File: config.mk
export PLATFORM = sky130hd
export DESIGN_NAME = mcfbs_ctrl
export DESIGN_NICKNAME = d
export VERILOG_FILES = /design/src/hw/rtl/mcfbs_pkg.sv /design/src/hw/rtl/mcfbs_ctrl.sv
export SDC_FILE = /design/constraint.sdc
export NUM_CORES = 1
export LEC_CHECK = 0
export BUFFER_PORTS_ARGS = -buffer_cell sky130_fd_sc_hd__buf_2
export CAP_MARGIN = 40
export CELL_PAD_IN_SITES_DETAIL_PLACEMENT = 0
export CELL_PAD_IN_SITES_GLOBAL_PLACEMENT = 1
export CORE_UTILIZATION = 40
export DETAILED_ROUTE_END_ITERATION = 8
export PLACE_DENSITY_LB_ADDON = 0.1
export SYNTH_ARGS = -nofsm -noshare
export SYNTH_HDL_FRONTEND = slang
export SYNTH_SLANG_ARGS = --single-unit
File: constraint.sdc
create_clock -name i_clk -period 2.9 [get_ports i_clk]
set_input_delay 0 -clock i_clk [delete_from_list [all_inputs] [get_ports i_clk]]
set_output_delay 0 -clock i_clk [all_outputs]
set_load 0.05 [all_outputs]
File: src/hw/rtl/mcfbs_pkg.sv
// ----------------------------------------------------------------------------
// mcfbs_pkg: shared types and constants of the frame bucket synchronizer
// Field widths, register indexes, controller states, and the command and
// status records that join the controller to the datapath.
// ----------------------------------------------------------------------------
package mcfbs_pkg;

    // Fixed field widths.
    localparam int STAMP_W    = 63;
    localparam int GRID_W     = 30;
    localparam int CAMS_W     = 2;
    localparam int CAM_W      = 2;
    localparam int STREAM_W   = 2;
    localparam int STREAMS    = 3;
    localparam int CFG_IDX_W  = 4;
    localparam int CFG_DATA_W = 30;

    // Register reset values.
    localparam logic [GRID_W-1:0] GRID_RESET = 30'd33330000;
    localparam logic [CAMS_W-1:0] CAMS_RESET = 2'd3;

    // Register indexes.
    localparam logic [CFG_IDX_W-1:0] REG_GRID = 4'd0;
    localparam logic [CFG_IDX_W-1:0] REG_CAMS = 4'd1;

    // Stream codes.
    localparam logic [STREAM_W-1:0] STREAM_RGB   = 2'd0;
    localparam logic [STREAM_W-1:0] STREAM_DEPTH = 2'd1;
    localparam logic [STREAM_W-1:0] STREAM_CONF  = 2'd2;
    localparam logic [STREAM_W-1:0] STREAM_EXTRA = 2'd3;

    typedef enum logic [4:0] {
        S_IDLE,
        S_DIV_STAMP,
        S_WAIT_STAMP,
        S_PLACE,
        S_FIND_FIRST,
        S_SET_A,
        S_CHECK,
        S_FIND_NEXT,
        S_TRY_B,
        S_MADDR,
        S_MCMP,
        S_JUDGE,
        S_DIV_MASTER,
        S_WAIT_MASTER,
        S_TREAD,
        S_EMIT,
        S_FREE,
        S_EVICT_CHECK,
        S_EVICT_FIND,
        S_EVICT_KILL
    } t_state;

    typedef enum logic [3:0] {
        OP_NONE,
        OP_DIV_STAMP,
        OP_PLACE,
        OP_FIND_FIRST,
        OP_SET_A,
        OP_PICK_A,
        OP_FIND_NEXT,
        OP_TRYB,
        OP_MADDR,
        OP_MCMP,
        OP_JUDGE,
        OP_DIV_MASTER,
        OP_TREAD,
        OP_EMIT,
        OP_FREE,
        OP_KILL
    } t_op;

    typedef struct packed {
        logic in_ready;
        t_op  op;
    } t_cmd;

    typedef struct packed {
        logic in_frame;
        logic div_done;
        logic slot_avail;
        logic sweep_last;
        logic best_found;
        logic all_a;
        logic fill_ok;
        logic cam_last;
        logic reject;
        logic tread_last;
        logic out_free;
        logic all_valid;
    } t_status;

endpackage

File: src/hw/rtl/mcfbs_ctrl.sv
// ----------------------------------------------------------------------------
// mcfbs_ctrl: sequencing state machine of the synchronizer
// Walks each frame through bucketing, ordered scan, master stamp, emission,
// freeing and eviction by issuing one datapath command per cycle.
// ----------------------------------------------------------------------------
module mcfbs_ctrl (
    input  logic                 i_clk,
    input  logic                 i_rst_n,
    input  mcfbs_pkg::t_status   i_status,
    output mcfbs_pkg::t_cmd      o_cmd
);
    mcfbs_pkg::t_state r_state;
    mcfbs_pkg::t_state n_state;

    always_ff @(posedge i_clk) begin
        if (!i_rst_n) begin
            r_state <= mcfbs_pkg::S_IDLE;
        end else begin
            r_state <= n_state;
        end
    end

    // Next state.
    always_comb begin
        n_state = r_state;
        case (r_state)
            mcfbs_pkg::S_IDLE:
                if (i_status.in_frame) n_state = mcfbs_pkg::S_DIV_STAMP;
            mcfbs_pkg::S_DIV_STAMP:
                n_state = mcfbs_pkg::S_WAIT_STAMP;
            mcfbs_pkg::S_WAIT_STAMP:
                if (i_status.div_done) n_state = mcfbs_pkg::S_PLACE;
            mcfbs_pkg::S_PLACE:
                n_state = i_status.slot_avail ? mcfbs_pkg::S_FIND_FIRST : mcfbs_pkg::S_IDLE;
            mcfbs_pkg::S_FIND_FIRST:
                if (i_status.sweep_last) n_state = mcfbs_pkg::S_SET_A;
            mcfbs_pkg::S_SET_A:
                n_state = i_status.best_found ? mcfbs_pkg::S_CHECK : mcfbs_pkg::S_EVICT_CHECK;
            mcfbs_pkg::S_CHECK:
                n_state = i_status.all_a ? mcfbs_pkg::S_MADDR : mcfbs_pkg::S_FIND_NEXT;
            mcfbs_pkg::S_FIND_NEXT:
                if (i_status.sweep_last) n_state = mcfbs_pkg::S_TRY_B;
            mcfbs_pkg::S_TRY_B: begin
                if (!i_status.best_found) begin
                    n_state = mcfbs_pkg::S_EVICT_CHECK;
                end else if (i_status.fill_ok) begin
                    n_state = mcfbs_pkg::S_MADDR;
                end else begin
                    n_state = mcfbs_pkg::S_CHECK;
                end
            end
            mcfbs_pkg::S_MADDR:
                n_state = mcfbs_pkg::S_MCMP;
            mcfbs_pkg::S_MCMP:
                n_state = i_status.cam_last ? mcfbs_pkg::S_JUDGE : mcfbs_pkg::S_MADDR;
            mcfbs_pkg::S_JUDGE:
                n_state = i_status.reject ? mcfbs_pkg::S_EVICT_CHECK : mcfbs_pkg::S_DIV_MASTER;
            mcfbs_pkg::S_DIV_MASTER:
                n_state = mcfbs_pkg::S_WAIT_MASTER;
            mcfbs_pkg::S_WAIT_MASTER:
                if (i_status.div_done) n_state = mcfbs_pkg::S_TREAD;
            mcfbs_pkg::S_TREAD:
                if (i_status.tread_last) n_state = mcfbs_pkg::S_EMIT;
            mcfbs_pkg::S_EMIT:
                if (i_status.out_free) begin
                    n_state = i_status.cam_last ? mcfbs_pkg::S_FREE : mcfbs_pkg::S_TREAD;
                end
            mcfbs_pkg::S_FREE:
                if (i_status.sweep_last) n_state = mcfbs_pkg::S_EVICT_CHECK;
            mcfbs_pkg::S_EVICT_CHECK:
                n_state = i_status.all_valid ? mcfbs_pkg::S_EVICT_FIND : mcfbs_pkg::S_IDLE;
            mcfbs_pkg::S_EVICT_FIND:
                if (i_status.sweep_last) n_state = mcfbs_pkg::S_EVICT_KILL;
            mcfbs_pkg::S_EVICT_KILL:
                n_state = mcfbs_pkg::S_IDLE;
            default:
                n_state = mcfbs_pkg::S_IDLE;
        endcase
    end

    // Commands.
    always_comb begin
        o_cmd.in_ready = 1'b0;
        o_cmd.op       = mcfbs_pkg::OP_NONE;
        case (r_state)
            mcfbs_pkg::S_IDLE:        o_cmd.in_ready = 1'b1;
            mcfbs_pkg::S_DIV_STAMP:   o_cmd.op = mcfbs_pkg::OP_DIV_STAMP;
            mcfbs_pkg::S_PLACE:       o_cmd.op = mcfbs_pkg::OP_PLACE;
            mcfbs_pkg::S_FIND_FIRST:  o_cmd.op = mcfbs_pkg::OP_FIND_FIRST;
            mcfbs_pkg::S_SET_A:       o_cmd.op = mcfbs_pkg::OP_SET_A;
            mcfbs_pkg::S_CHECK:
                if (i_status.all_a) o_cmd.op = mcfbs_pkg::OP_PICK_A;
            mcfbs_pkg::S_FIND_NEXT:   o_cmd.op = mcfbs_pkg::OP_FIND_NEXT;
            mcfbs_pkg::S_TRY_B:       o_cmd.op = mcfbs_pkg::OP_TRYB;
            mcfbs_pkg::S_MADDR:       o_cmd.op = mcfbs_pkg::OP_MADDR;
            mcfbs_pkg::S_MCMP:        o_cmd.op = mcfbs_pkg::OP_MCMP;
            mcfbs_pkg::S_JUDGE:       o_cmd.op = mcfbs_pkg::OP_JUDGE;
            mcfbs_pkg::S_DIV_MASTER:  o_cmd.op = mcfbs_pkg::OP_DIV_MASTER;
            mcfbs_pkg::S_TREAD:       o_cmd.op = mcfbs_pkg::OP_TREAD;
            mcfbs_pkg::S_EMIT:
                if (i_status.out_free) o_cmd.op = mcfbs_pkg::OP_EMIT;
            mcfbs_pkg::S_FREE:        o_cmd.op = mcfbs_pkg::OP_FREE;
            mcfbs_pkg::S_EVICT_FIND:  o_cmd.op = mcfbs_pkg::OP_FIND_FIRST;
            mcfbs_pkg::S_EVICT_KILL:  o_cmd.op = mcfbs_pkg::OP_KILL;
            default: ;
        endcase
    end
endmodule

# ---- Word-level counts from Yosys, hierarchy flattened
# Cells that the tools add are included.
dict set report totals {
  word_cells 55
  inputBits 14
  output_inout_bits 5
  regBits 5
}
dict set report classes {
  n_eq_ne 28
  n_reduce_logical 3
  muxes 23
}
# op n
set ops {}
lappend ops {{one-hot mux 5 bit (19 select lines)} 1}
lappend ops {{2-to-1 mux 5 bit} 14}
lappend ops {{one-hot mux 4 bit (15 select lines)} 1}
lappend ops {{equality test 5 x 4 -> 1 bit (second input constant)} 8}
lappend ops {{equality test 5 x 3 -> 1 bit (second input constant)} 4}
lappend ops {{equality test 5 bit (second input constant)} 4}
lappend ops {{inequality test 2 bit (second input constant)} 9}
lappend ops {{2-to-1 mux 4 bit} 3}
lappend ops {{equality test 5 x 2 -> 1 bit (second input constant)} 2}
lappend ops {{AND reduction 9 bit} 1}
lappend ops {{2-to-1 mux 3 bit} 2}
lappend ops {{equality test 5 x 1 -> 1 bit (second input constant)} 1}
lappend ops {{zero test 5 bit} 1}
lappend ops {{2-to-1 mux 2 bit} 1}
lappend ops {{OR reduction 2 bit} 1}
lappend ops {{2-to-1 mux 1 bit} 1}

# ---- Longest topological paths before layout
dict set report depth {
  ltp_word 3
  mapped_depth 7
  mapped_depth_nobuf 5
}

# ---- Worst setup path before layout
# OpenSTA, ideal clock, no wires.
dict set report synth_timing {
  path_type {register to output}
  from {register r_state[1]}
  to {output o_cmd[0] in the netlist's numbering}
  t_required_ns 2.900
  path_stages_with_launch 7
  arrival_ns 2.209
  path_slack_ns 0.691
  path_buffers 2
  cell_sequence {dfxtp_1 buf_2 buf_1 nand2_1 o22ai_1 a21oi_1 o21ai_0}
}
# item line_no
set synth_lines {}
lappend synth_lines {{start, declared} mcfbs_ctrl.sv:12} ;# mcfbs_pkg::t_state r_state;
lappend synth_lines {{start signal, assigned} mcfbs_ctrl.sv:17} ;# r_state <= mcfbs_pkg::S_IDLE;
lappend synth_lines {{start signal, assigned} mcfbs_ctrl.sv:19} ;# r_state <= n_state;
lappend synth_lines {{end, declared} mcfbs_ctrl.sv:10} ;# output mcfbs_pkg::t_cmd o_cmd

# ---- Worst setup path in the final report
dict set report layout_timing {
  from {register r_state[1]}
  to {register r_state[3]}
}
dict set report layout_between {
  elab_chain_cells 3
  word_cells_on_any_way 30
  classes_between {27 x eq/ne; 1 x mux; 2 x reduce/logical}
}
# item line_no
set layout_lines {}
lappend layout_lines {{equality test 5 x 2 -> 1 bit, or another cell as far along} mcfbs_ctrl.sv:26} ;# case (r_state)
lappend layout_lines {{inequality test 2 bit (no line)} -}
lappend layout_lines {{AND reduction 9 bit (no line)} -}
# Parallel ways exist; a longest one is shown, timed or not.
# A chain may end at the register's enable or synchronous reset.

==> summary.txt <==
Synthesis
  • Post-synth EDFFs: 0
  • Ys flop type: dfxtp_1
  • Seq cells post-synth: 5
  • Syn Area/Cell: 6.87 um^2
  • Synth area leaders: dfxtp_1, nand2_1, o21ai_0
  • Async set-reset flop share out of synthesis: 0
  • Yosys top cell by area: dfxtp_1
  • Yosys top cell area share: 0.123
  • Synthesis Warnings: 0
  • Library cells used by synthesis: 47
  • Netlist Area Pre-Place: approximately 800 um^2
  • Syn_nets: between 100 and 150
  • Seq/Total Area, Yosys: 0.123
  • Mapped Cells: 118

Final layout
  • Most frequent cells in the layout: buf_2, nand2_1, o21ai_0, nor2_1, a21oi_1
  • Most flops, register: r_state
  • Max reg flops: 5
  • Area Overhead vs Synth: 12.7%
  • Most common cell after layout, fill and taps aside: buf_2
  • Fill cell count: 201
  • Antenna cell count: 0
  • Layout net count: 145
  • Regs by FF count: r_state x5
  • Share of post-route cells with drive strength above 1: 0.231
  • Cell Count, Final, Fillers Out: roughly 160

Floorplanning
  • # rows: 15
  • Die Wd: 47.0 um
  • DIE HEIGHT: roughly 47 um
  • Die area: 2210 um^2
  • Core area: between 1500 and 2000 um^2
  • Initial core utilization: 0.445
  • # IOs: 19

Outcome
  • Status: finished, final reports clean

Worst setup path
  • Crit. End Element: flip-flop
  • Setup CP Type: flip-flop to flip-flop
  • Critical path arrival: about 2300 ps
  • Crit path buf inv count: 1
  • Worst R2R Start: r_state[1]
  • Critical-path top delay cell: dfxtp_1
  • Slowest stage delay, CP: a little over 800 ps
  • Worst reg2reg setup slack: 700 ps
  • Worst R2R Path Depth: 5
  • Levels on crit path: 5
  • R2r endpoint: r_state[3]
  • CP Launch Type: flip-flop
  • CP Data Required Time: 3010 ps
  • Crit Path Max Fanout: 25
  • End of the critical path: r_state[3]
  • Worst Setup SP: r_state[1]
  • Largest delay share family, worst path: flip-flops
  • Worst path cell trace: clkinv_1 -> nor4_1 -> a211oi_2 -> nand4_2 -> o22ai_1

Worst hold path
  • Source of the worst hold timing path: i_rst_n
  • HP Class: input port to flip-flop

Clock tree
  • H-tree depth: 1
  • CTS root buf: clkbuf_4
  • Post-CTS Hold Buffers: 0
  • Number of post-CTS setup repair buffers: 0
  • Clk_lat worst skew: 240 ps
  • CTS tree: done
  • Post_cts resized: 0
  • Bufs on Longest Clock Path: 2
  • Number of CTS-inserted buffers: 3
  • Clock Sinks: 5
  • Clk pin slew, worst setup/hold paths: ~40 ps

Power and ir drop
  • Pwr per Cell Area: around 750 nW/um^2
  • Power, Total: 687 uW
  • Maximum vdd drop: just over 0.0006 V
  • Leakage: roughly 0.33 nW

Global routing
  • Initial antenna violation count: 0
  • GRT Util Overall: 0.224
  • Grt ovf: 0
  • Largest net degree at the start of global routing: 26
  • Vias in the first global route: 757
  • First-pass GRT wire length: around 3.5 mm

Placed design
  • Placed insts: 151
  • Setup WS pre-CTS: 734 ps
  • PortBufs: 18
  • Hpwl dp: 1.60 mm
  • GPL Wtd Cong: between 0.8 and 0.9

Routing
  • Vias per cell: approximately 6.1
  • # DRC: 0
  • Initial DRT Pass Iterations: 6
  • Final wirelength: roughly 2.2 mm
  • WL/cell: approximately 14 um
  • Vias post-DR: ~940
  • DR iter-0 viols: 20
  • ANT nets after route: 0

Timing
  • Worst-margin pin slew: about 780 ps
  • Final slew viol count: 0
  • Setup TNS: 0 ps
  • Min Tclk post-route: between 2000 and 2500 ps
  • Clk_skew: 0.624 ps
  • PnR worst setup slack: between 700 and 800 ps
  • Finish-stage setup viols: 0
  • RSZ-0062 raised after global routing: no
  • Fmax achieved: 455 MHz
  • Hold Vio Cnt, Final: 0
  • Slew HR: 0.478
  • Period utilization: 0.758

Run
  • Max_cap viols: 0
[cells by family (layout without fill, tap and decap cells)]
family / after synthesis / count (layout) / share of synthesized area
multiplexers: 2 / 2 / 0.0262
flip-flops: 5 / 5 / 0.123
AO/OA/AOI/OAI: 45 / 45 / 0.403
AND/OR/NAND/NOR: 50 / 50 / 0.355
buffers and inverters: 16 / 28 / 0.0926
[worst reg2reg max path: stages (launching register included)]
cell and delay, ps:
dfxtp_1 820, clkinv_1 300, nor4_1 500, a211oi_2 160
nand4_2 190, o22ai_1 100
[report_power, final]
| group | switching (mW) | internal (mW) | leakage (nW) |
|---|---|---|---|
| logic | 0.276 | 0.149 | 0.275 |
| clock network | 0.0286 | 0.0520 | 0.0150 |
| registers | 0.0949 | 0.0853 | 0.0407 |
[area by class of cell]
| type | count | area [um^2] | share of cell area |
|---|---|---|---|
| timing repair buffer | 20 | 105 | 0.115 |
| tap | 25 | 31.3 | 0.0342 |
| inverter | 4 | 15.0 | 0.0164 |
| multi-input combinational | 97 | 636 | 0.696 |
| sequential | 5 | 100 | 0.110 |
| clock buffer | 4 | 26.3 | 0.0288 |
[synthesized netlist by cell type, types with 3 or more instances]
master,n
a22oi_1,3
o2bb2ai_1,4
a21oi_1,7
nand2_1,13
a211oi_1,5
nor2_1,8
nor2b_1,4
o22ai_1,3
clkbuf_1,3
buf_2,6
dfxtp_1,5
nor3_1,4
o21ai_0,9
[metrics by stage]
stage / hold slack, ps / cell area (um^2) / util
after floorplan: 161 / 811 / -
after global placement: 302 / 887 / 0.487
after detailed placement: 301 / 887 / 0.487
after CTS: 47.3 / 913 / 0.502
after global routing: 46.6 / 913 / 0.502
final: 49.8 / 913 / 0.502
[per-layer routing]
metal	routed length, um	vias up	share of wire	track usage
met5	0	-	0	0
met4	0	0	0	0.0171
met3	134	0	0.061	0.0346
met2	1030	32	0.47	0.367
met1	1050	442	0.47	0.322
li1	-	467	-	-
[worst min-delay path by stage]
stage / end / slack [ps] / cells after the start
after floorplan: r_state[3] / 160 / 2
after global placement: r_state[3] / 300 / 3
after detailed placement: r_state[3] / 300 / 3
after CTS: r_state[3] / 50 / 3
after global routing: r_state[3] / 50 / 3
final: r_state[3] / 50 / 3
No activity file was read; power rests on OpenSTA's default activity.
